**config.mk**
```make
export PLATFORM = sky130hd
export DESIGN_NAME = periodic_task_ready_scheduler
export DESIGN_NICKNAME = d
export VERILOG_FILES = /design/src/hdl/ptrs_pkg.sv /design/src/hdl/periodic_task_ready_scheduler.sv /design/src/hdl/ptrs_ram.sv /design/src/hdl/ptrs_ctrl.sv /design/src/hdl/ptrs_dp.sv
export SDC_FILE = /design/constraint.sdc
export NUM_CORES = 1
export LEC_CHECK = 0
export BUFFER_PORTS_ARGS = -buffer_cell sky130_fd_sc_hd__buf_4
export CORE_ASPECT_RATIO = 1.1
export CORE_MARGIN = 2
export CORE_UTILIZATION = 55
export DETAILED_ROUTE_END_ITERATION = 7
export PLACE_DENSITY = 0.82
export SETUP_SLACK_MARGIN = 0.15
export SYNTH_ARGS = -nofsm -noshare
export SYNTH_HDL_FRONTEND = slang
export SYNTH_SLANG_ARGS = --single-unit
```
**constraint.sdc**
```tcl
create_clock -name clk -period 3.5 [get_ports clk]
set_input_delay 0.7 -clock clk [delete_from_list [all_inputs] [get_ports clk]]
set_output_delay 0.7 -clock clk [all_outputs]
set_load 0.03 [all_outputs]
```
**src/hdl/ptrs_pkg.sv**
```systemverilog
`timescale 1ns / 1ps
// ----------------------------------------------------------------------------
// Periodic task scheduler package
// Shared constants, codes and controller/datapath interface types.
// ----------------------------------------------------------------------------
package ptrs_pkg;

	localparam int MAX_TASKS_DEF = 8;
	localparam int MAX_RESULTS   = 8;
	localparam int TIME_W        = 8;
	localparam int IDX_W         = 3;
	localparam int NRES_W        = 4;

	localparam logic [TIME_W-1:0] HYPER_RESET = 8'd255;

	// Request actions.
	localparam logic [1:0] ACT_REGISTER = 2'd0;
	localparam logic [1:0] ACT_TICK     = 2'd1;
	localparam logic [1:0] ACT_DISPATCH = 2'd2;

	// Result kinds.
	localparam logic [1:0] KIND_STATUS   = 2'd0;
	localparam logic [1:0] KIND_TASK     = 2'd1;
	localparam logic [1:0] KIND_NOTHING  = 2'd2;

	// Registration status.
	localparam logic [1:0] STAT_OK       = 2'd0;
	localparam logic [1:0] STAT_FULL     = 2'd1;
	localparam logic [1:0] STAT_TOO_LONG = 2'd2;

	// One task table entry as held in the RAM.
	typedef struct packed {
		logic              ready;
		logic [TIME_W-1:0] count;
		logic [TIME_W-1:0] period;
	} entry_t;

	// Commands from the controller to the datapath.
	typedef struct packed {
		logic load_req;
		logic start_walk;
		logic do_register;
		logic step_tick;
		logic step_skip;
		logic step_take;
		logic flush;
	} cmd_t;

	// Status from the datapath to the controller.
	typedef struct packed {
		logic is_register;
		logic is_tick;
		logic is_dispatch;
		logic walk_done;
		logic entry_ready;
		logic pend_valid;
		logic cap_hit;
		logic out_free;
	} stat_t;

endpackage

```
**src/hdl/periodic_task_ready_scheduler.sv**
```systemverilog
`timescale 1ns / 1ps
// ----------------------------------------------------------------------------
// Periodic task ready scheduler
// Table of periodic tasks with registration, tick and dispatch requests.
// ----------------------------------------------------------------------------
// Requests enter on in_valid/in_stall and carry an action with a period and
// a start flag. Results leave on out_valid/out_stall, one per accepted
// handshake, and the final result of a request has last set. A register
// request is decoded and then places one status result in the output
// register once it is free. A tick walks the table one task entry at a
// time, each entry read from the task RAM and then updated and written
// back, so in_stall stays high for the whole walk and no result comes.
// A dispatch walks the same way and emits each ready task (at most eight) or
// one empty marker. One request is worked on at a time; in_stall is high
// from acceptance until the last result has been placed in the output
// register, so a new request can be taken while that result still waits.
// When the receiver stalls, the walk pauses at the next found task or at
// the final result. Reset empties the task table count and sets the period
// limit to 255; the table contents need no clearing since only registered
// entries are read.
// ----------------------------------------------------------------------------
module periodic_task_ready_scheduler #(
	parameter int MAX_TASKS = ptrs_pkg::MAX_TASKS_DEF
) (
	input  logic                          clk,
	input  logic                          arst_n,
	// Configuration: period limit register.
	input  logic                          cfg_we,
	input  logic [ptrs_pkg::TIME_W-1:0]   cfg_wdata,
	// Request channel.
	input  logic                          in_valid,
	output logic                          in_stall,
	input  logic [1:0]                    action,
	input  logic [ptrs_pkg::TIME_W-1:0]   period_ticks,
	input  logic                          start_ready,
	// Result channel.
	output logic                          out_valid,
	input  logic                          out_stall,
	output logic [1:0]                    result_kind,
	output logic [1:0]                    status,
	output logic [ptrs_pkg::IDX_W-1:0]    task_index,
	output logic                          last
);

	ptrs_pkg::cmd_t  cmd;
	ptrs_pkg::stat_t st;

	// The controller only sequences; all table state lives in the datapath.
	ptrs_ctrl u_ctrl (
		.clk     (clk),
		.arst_n  (arst_n),
		.in_valid(in_valid),
		.in_stall(in_stall),
		.st      (st),
		.cmd     (cmd)
	);

	ptrs_dp #(
		.MAX_TASKS(MAX_TASKS)
	) u_dp (
		.clk         (clk),
		.arst_n      (arst_n),
		.cfg_we      (cfg_we),
		.cfg_wdata   (cfg_wdata),
		.action      (action),
		.period_ticks(period_ticks),
		.start_ready (start_ready),
		.out_valid   (out_valid),
		.out_stall   (out_stall),
		.result_kind (result_kind),
		.status      (status),
		.task_index  (task_index),
		.last        (last),
		.cmd         (cmd),
		.st          (st)
	);

endmodule

```
**src/hdl/ptrs_ram.sv**
```systemverilog
`timescale 1ns / 1ps
// ----------------------------------------------------------------------------
// Generic RAM
// One write port and one read port with registered read data.
// ----------------------------------------------------------------------------
module ptrs_ram #(
	parameter int WIDTH = 8,
	parameter int DEPTH = 8,
	localparam int AW = (DEPTH > 1) ? $clog2(DEPTH) : 1
) (
	input  logic             clk,
	input  logic             we,
	input  logic [AW-1:0]    waddr,
	input  logic [WIDTH-1:0] wdata,
	input  logic [AW-1:0]    raddr,
	output logic [WIDTH-1:0] rdata
);

	logic [WIDTH-1:0] mem_q [DEPTH];
	logic [WIDTH-1:0] rdata_q;

	always_ff @(posedge clk) begin
		if (we) begin
			mem_q[waddr] <= wdata;
		end
		rdata_q <= mem_q[raddr];
	end

	assign rdata = rdata_q;

endmodule

```
**src/hdl/ptrs_ctrl.sv**
```systemverilog
`timescale 1ns / 1ps
// ----------------------------------------------------------------------------
// Scheduler controller
// Sequences registration, the tick walk and the dispatch walk.
// ----------------------------------------------------------------------------
module ptrs_ctrl (
	input  logic             clk,
	input  logic             arst_n,
	input  logic             in_valid,
	output logic             in_stall,
	input  ptrs_pkg::stat_t  st,
	output ptrs_pkg::cmd_t   cmd
);

	typedef enum logic [5:0] {
		ST_IDLE     = 6'b000001,
		ST_DECODE   = 6'b000010,
		ST_REGISTER = 6'b000100,
		ST_READ     = 6'b001000,
		ST_EVAL     = 6'b010000,
		ST_FLUSH    = 6'b100000
	} state_t;

	state_t state_q;
	state_t state_d;

	always_comb begin
		state_d = state_q;
		cmd     = '0;
		case (state_q)
			ST_IDLE: begin
				if (in_valid) begin
					cmd.load_req = 1'b1;
					state_d      = ST_DECODE;
				end
			end
			ST_DECODE: begin
				if (st.is_register) begin
					state_d = ST_REGISTER;
				end else if (st.is_tick || st.is_dispatch) begin
					cmd.start_walk = 1'b1;
					state_d        = ST_READ;
				end else begin
					state_d = ST_IDLE;
				end
			end
			ST_REGISTER: begin
				if (st.out_free) begin
					cmd.do_register = 1'b1;
					state_d         = ST_IDLE;
				end
			end
			ST_READ: begin
				if (!st.walk_done) begin
					state_d = ST_EVAL;
				end else if (st.is_dispatch) begin
					state_d = ST_FLUSH;
				end else begin
					state_d = ST_IDLE;
				end
			end
			ST_EVAL: begin
				if (st.is_tick) begin
					cmd.step_tick = 1'b1;
					state_d       = ST_READ;
				end else if (!st.entry_ready) begin
					cmd.step_skip = 1'b1;
					state_d       = ST_READ;
				end else if (!st.pend_valid || st.out_free) begin
					// The previous find goes out now; this one is held until
					// we know whether it is the final result.
					cmd.step_take = 1'b1;
					state_d       = st.cap_hit ? ST_FLUSH : ST_READ;
				end
			end
			ST_FLUSH: begin
				if (st.out_free) begin
					cmd.flush = 1'b1;
					state_d   = ST_IDLE;
				end
			end
			default: begin
				state_d = ST_IDLE;
			end
		endcase
	end

	always_ff @(posedge clk or negedge arst_n) begin
		if (!arst_n) begin
			state_q <= ST_IDLE;
		end else begin
			state_q <= state_d;
		end
	end

	assign in_stall = (state_q != ST_IDLE);

endmodule

```
**src/hdl/ptrs_dp.sv**
```systemverilog
`timescale 1ns / 1ps
// ----------------------------------------------------------------------------
// Scheduler datapath
// Task table RAM, walk index, pending dispatch result and output register.
// ----------------------------------------------------------------------------
module ptrs_dp #(
	parameter int MAX_TASKS = ptrs_pkg::MAX_TASKS_DEF
) (
	input  logic                          clk,
	input  logic                          arst_n,
	input  logic                          cfg_we,
	input  logic [ptrs_pkg::TIME_W-1:0]   cfg_wdata,
	input  logic [1:0]                    action,
	input  logic [ptrs_pkg::TIME_W-1:0]   period_ticks,
	input  logic                          start_ready,
	output logic                          out_valid,
	input  logic                          out_stall,
	output logic [1:0]                    result_kind,
	output logic [1:0]                    status,
	output logic [ptrs_pkg::IDX_W-1:0]    task_index,
	output logic                          last,
	input  ptrs_pkg::cmd_t                cmd,
	output ptrs_pkg::stat_t               st
);

	localparam int CW = $clog2(MAX_TASKS + 1);
	localparam int AW = (MAX_TASKS > 1) ? $clog2(MAX_TASKS) : 1;
	localparam int EW = $bits(ptrs_pkg::entry_t);

	logic [ptrs_pkg::TIME_W-1:0] hyper_q;
	logic [CW-1:0]               cnt_q;
	logic [1:0]                  action_q;
	logic [ptrs_pkg::TIME_W-1:0] period_q;
	logic                        start_q;
	logic [CW-1:0]               idx_q;
	logic [ptrs_pkg::NRES_W-1:0] nres_q;
	logic                        pend_v_q;
	logic [ptrs_pkg::IDX_W-1:0]  pend_idx_q;

	logic                        out_valid_q;
	logic [1:0]                  kind_q;
	logic [1:0]                  status_q;
	logic [ptrs_pkg::IDX_W-1:0]  index_q;
	logic                        last_q;

	ptrs_pkg::entry_t            rd_entry;
	ptrs_pkg::entry_t            wr_entry;
	logic [EW-1:0]               rdata;
	logic                        ram_we;
	logic [AW-1:0]               waddr;

	logic [1:0]                  reg_status;
	logic                        reg_ok;
	logic                        push;
	logic [1:0]                  push_kind;
	logic [1:0]                  push_status;
	logic [ptrs_pkg::IDX_W-1:0]  push_index;
	logic                        push_last;

	assign rd_entry = ptrs_pkg::entry_t'(rdata);

	// Registration check: a too-long period wins over a full table.
	always_comb begin
		if (period_q > hyper_q) begin
			reg_status = ptrs_pkg::STAT_TOO_LONG;
		end else if (cnt_q == CW'(MAX_TASKS)) begin
			reg_status = ptrs_pkg::STAT_FULL;
		end else begin
			reg_status = ptrs_pkg::STAT_OK;
		end
	end
	assign reg_ok = (reg_status == ptrs_pkg::STAT_OK);

	// Table write.
	always_comb begin
		ram_we   = 1'b0;
		waddr    = idx_q[AW-1:0];
		wr_entry = rd_entry;
		if (cmd.do_register) begin
			ram_we          = reg_ok;
			waddr           = cnt_q[AW-1:0];
			wr_entry.ready  = start_q;
			wr_entry.count  = ptrs_pkg::TIME_W'(1);
			wr_entry.period = period_q;
		end else if (cmd.step_tick) begin
			ram_we = 1'b1;
			if (rd_entry.count >= rd_entry.period) begin
				wr_entry.ready = 1'b1;
				wr_entry.count = ptrs_pkg::TIME_W'(1);
			end else begin
				wr_entry.count = rd_entry.count + ptrs_pkg::TIME_W'(1);
			end
		end else if (cmd.step_take) begin
			ram_we         = 1'b1;
			wr_entry.ready = 1'b0;
		end
	end

	ptrs_ram #(
		.WIDTH(EW),
		.DEPTH(MAX_TASKS)
	) u_table (
		.clk  (clk),
		.we   (ram_we),
		.waddr(waddr),
		.wdata(wr_entry),
		.raddr(idx_q[AW-1:0]),
		.rdata(rdata)
	);

	// Result push into the output register.
	always_comb begin
		push        = 1'b0;
		push_kind   = ptrs_pkg::KIND_STATUS;
		push_status = ptrs_pkg::STAT_OK;
		push_index  = '0;
		push_last   = 1'b1;
		if (cmd.do_register) begin
			push        = 1'b1;
			push_status = reg_status;
			push_index  = reg_ok ? ptrs_pkg::IDX_W'(cnt_q) : '0;
		end else if (cmd.step_take) begin
			push       = pend_v_q;
			push_kind  = ptrs_pkg::KIND_TASK;
			push_index = pend_idx_q;
			push_last  = 1'b0;
		end else if (cmd.flush) begin
			push       = 1'b1;
			push_kind  = pend_v_q ? ptrs_pkg::KIND_TASK : ptrs_pkg::KIND_NOTHING;
			push_index = pend_v_q ? pend_idx_q : '0;
		end
	end

	always_ff @(posedge clk or negedge arst_n) begin
		if (!arst_n) begin
			hyper_q     <= ptrs_pkg::HYPER_RESET;
			cnt_q       <= '0;
			idx_q       <= '0;
			nres_q      <= '0;
			pend_v_q    <= 1'b0;
			out_valid_q <= 1'b0;
		end else begin
			if (cfg_we) begin
				hyper_q <= cfg_wdata;
			end
			if (cmd.do_register && reg_ok) begin
				cnt_q <= cnt_q + CW'(1);
			end
			if (cmd.start_walk) begin
				idx_q    <= '0;
				nres_q   <= '0;
				pend_v_q <= 1'b0;
			end else if (cmd.step_tick || cmd.step_skip) begin
				idx_q <= idx_q + CW'(1);
			end else if (cmd.step_take) begin
				idx_q    <= idx_q + CW'(1);
				nres_q   <= nres_q + ptrs_pkg::NRES_W'(1);
				pend_v_q <= 1'b1;
			end
			if (push) begin
				out_valid_q <= 1'b1;
			end else if (!out_stall) begin
				out_valid_q <= 1'b0;
			end
		end
	end

	always_ff @(posedge clk) begin
		if (cmd.load_req) begin
			action_q <= action;
			period_q <= period_ticks;
			start_q  <= start_ready;
		end
		if (cmd.step_take) begin
			pend_idx_q <= ptrs_pkg::IDX_W'(idx_q);
		end
		if (push) begin
			kind_q   <= push_kind;
			status_q <= push_status;
			index_q  <= push_index;
			last_q   <= push_last;
		end
	end

	assign st.is_register = (action_q == ptrs_pkg::ACT_REGISTER);
	assign st.is_tick     = (action_q == ptrs_pkg::ACT_TICK);
	assign st.is_dispatch = (action_q == ptrs_pkg::ACT_DISPATCH);
	assign st.walk_done   = (idx_q == cnt_q);
	assign st.entry_ready = rd_entry.ready;
	assign st.pend_valid  = pend_v_q;
	assign st.cap_hit     = (nres_q == ptrs_pkg::NRES_W'(ptrs_pkg::MAX_RESULTS - 1));
	assign st.out_free    = !out_valid_q || !out_stall;

	assign out_valid   = out_valid_q;
	assign result_kind = kind_q;
	assign status      = status_q;
	assign task_index  = index_q;
	assign last        = last_q;

endmodule

```
==> key figures <==
Critical path
  • R2r endpoint: u_dp.u_table.mem_q[2][11]$_DFFE_PP_
  • WP data required: 3670 ps
  • Setup crit start kind: flop
  • Critical Path Fanout Max: 8
  • CP endpoint kind: flop
  • Crit Path Category: reg -> reg
  • Crit path arrival time: 3290 ps
  • Setup slack, reg-to-reg: 390 ps
  • Reg2reg start: u_dp.u_table.rdata[15]$_DFF_P_
  • Reg2Reg Depth: 6

Cells and area
  • Layout cell share with drive strength beyond 1: 0.2270
  • Layout area overhead: 14.85%
  • N_diodes: 0
  • Fin nets: 686
  • Filler Cell Count: 1055

Timing
  • Hold_ws: 117.1 ps
  • Total Neg Setup Slack: 0 ps
  • Worst-Margin Slew: 982.5 ps
  • Final hold violation count: 0
  • Highest Clock Rate: 321.2 MHz
  • Setup violators final: 0
  • Worst setup margin: 386.2 ps
  • Clock period minus worst slack: 3114 ps
  • RSZ-0062 raised after global routing: yes
  • Max_slew headroom: 0.3426
  • Fin crit share: 0.8897
  • Skew final: 11.13 ps
  • Slew Limit Fails: 0

Floorplan
  • Initial Util: 0.5653
  • Core Area: between 0.015 and 0.02 mm2
  • DIE HEIGHT: 135.0 um
  • Die Width: around 120 um
  • DIE AREA: 0.01661 mm2
  • Row count: 47
  • Ports: 34

Drt
  • Post-Route WL: 17660 um
  • # DRC: 0
  • Vias post-DR: 5145
  • Wirelength per Cell: 20.83 um
  • Starting DRT DRC Count: 523
  • Vias/cell: 6.067
  • TritonRoute pass-1 iters: 5
  • Post-route ant nets: 0

Clocking
  • H-tree levels: 1
  • CTS tree: built
  • CTS sink count: around 200
  • Longest Clk Path Bufs: 3
  • CTS Buf Count: 21
  • Worst skew pair latency: about 500 ps
  • Clk slew on worst S/H paths: 60 ps
  • Root Driver: clkbuf_16

Global route
  • Initial antenna violation count: 0
  • Number of global-route vias before repair: 5219
  • Gr usage total: 0.2256
  • GRT overflow: 0
  • First-pass GRT wire length: 28380 um
  • Largest net degree at the start of global routing: 39

Logic synthesis
  • Syn_nets: roughly 630
  • Top post-synthesis cells by area: edfxtp_1 55%, mux4_2 8.9%, dfrtp_1 5.5%
  • Most numerous cell in the Yosys netlist: edfxtp_1
  • FFs w/ async S/R, synth: 0.1379
  • Yosys warning count: 0
  • Yosys top cell by area: edfxtp_1
  • Yosys reg bits: 203
  • Seq/Total Area, Yosys: 0.6759
  • Post-synth top area share: 0.5532
  • Mean post-synth cell area: 14.84 um2
  • Yosys cell types: 69
  • Synth Instances: 578
  • Top FF cell, synth: edfxtp_1
  • Most frequent cells after synthesis: 158 x edfxtp_1, 85 x nand2_1, 34 x mux4_2, 26 x inv_1, 25 x ha_1
  • Number of flops mapped to enable cells by yosys: 158
  • Mapped cell area: 0.008577 mm2

Power
  • Max VDD drop: 0.5013 mV
  • Leakage power: 3.570 nW
  • PD cells: 747.1 mW/mm2

Worst hold path
  • Hold Path Class: in -> async

Run status
  • Status: complete, no violations

Place
  • Input/output buffers: 33
  • Pre-CTS WS: around 420 ps
  • Routability cong.: 0.8558
  • Dpl hpwl: 11620 um

Job
  • Maxcap violations: 0
-- power by group --
group	leakage (nW)	switching [mW]	internal, mW
Sequential	1.91	0.246	3.16
Clock	0.316	0.885	1.25
Combinational	1.34	1.13	0.697
Total	3.57	2.26	5.10
-- through the flow --
step	total power, mW	cell area [um2]	utilization	instances
after floorplan	4.570	8577	-	578
after global placement	5.146	9194	0.6060	810
after detailed placement	5.247	9194	0.6060	810
after CTS	7.400	9851	0.6493	848
after global routing	7.734	9851	0.6493	848
final	7.359	9851	0.6493	848
-- cells in the final DEF, fill, tap and decap left out, drive strengths merged, types with 3 or more instances in the layout --
cell,instances
nor4,3
a31oi,4
nor2,25
or2,4
dfstp,9
clkinv,8
mux4,34
ha,25
inv,27
nand3,12
nor3,17
or3,3
xor2,5
xnor2,8
nand4,8
mux2i,3
a21oi,11
nor2b,3
o211ai,4
nand2,86
edfxtp,158
a22o,5
o21ai,23
clkbuf,29
dfrtp,19
buf,56
dfxtp,17
-- layer usage --
metal  part of all wire  up-vias  global-route usage  routed length, um
li1                   -     2311                   -                  -
met1               0.41     2585              0.3121               7314
met2               0.50      209              0.3729               8833
met3              0.060       40             0.03547               1055
met4              0.026        0             0.06755                458
met5                  0        -                   0                  0
-- flip-flops by register name, summed over array words and instances (netlist names) --
register,flops
u_ctrl.state_q,6
u_dp.action_q,2
u_dp.cnt_q,4
u_dp.hyper_q,8
u_dp.idx_q,4
u_dp.last,1
u_dp.nres_q,4
u_dp.out_valid,1
u_dp.pend_idx_q,3
u_dp.pend_v_q,1
u_dp.period_q,8
u_dp.result_kind,2
u_dp.start_q,1
u_dp.status,2
u_dp.task_index,3
u_dp.u_table.mem_q,136
u_dp.u_table.rdata,17
-- final cells by class --
type / count / area [um2] / area share
Inverter: 28 / 106.4 / 0.01080
Tap cell: 196 / 245.2 / 0.02490
Clock buffer: 29 / 586.8 / 0.05957
Clock inverter: 9 / 70.07 / 0.007113
Multi-Input combinational cell: 327 / 2624 / 0.2664
Sequential cell: 203 / 5798 / 0.5886
Timing Repair Buffer: 56 / 420.4 / 0.04268
-- kinds of logic (layout without fill, tap and decap cells) --
logic type      Yosys count  after routing  synth area share
buf+inv                  48            122           0.02290
mux                      39             39           0.09540
flops                   203            203            0.6759
fa+ha+maj                25             25           0.03647
simple gates            178            178           0.09949
xor+xnor                 13             13           0.01328
compound gates           72             72           0.05660
-- how the worst max path moves through the flow --
stage | start | to | depth (start not counted)
after floorplan | u_dp.hyper_q[1]$_DFFE_PN1P_ | u_dp.u_table.mem_q[0][0]$_DFFE_PP_ | 7
after detailed placement | u_dp.u_table.rdata[7]$_DFF_P_ | u_dp.u_table.mem_q[2][12]$_DFFE_PP_ | 7
final | u_dp.u_table.rdata[15]$_DFF_P_ | u_dp.u_table.mem_q[2][11]$_DFFE_PP_ | 6
after global routing | u_dp.u_table.rdata[15]$_DFF_P_ | u_dp.u_table.mem_q[6][12]$_DFFE_PP_ | 6
after CTS | u_dp.u_table.rdata[7]$_DFF_P_ | u_dp.u_table.mem_q[3][11]$_DFFE_PP_ | 7
after global placement | u_dp.u_table.rdata[7]$_DFF_P_ | u_dp.u_table.mem_q[2][12]$_DFFE_PP_ | 7
-- critical path, cell delays in order (launching register included) --
cell and delay [ps]:
dfxtp_1 400, ha_1 280, and2_1 190, a221oi_1 600, nand3_1 220, or2_1 320, o31ai_1 770
-- what timing repair did --
action,CTS,global route
setup buffers,0,0
hold buffers,0,0
setup endpoints to repair,0,16
resized for setup,0,0
Power figures use the tool's default switching activity.
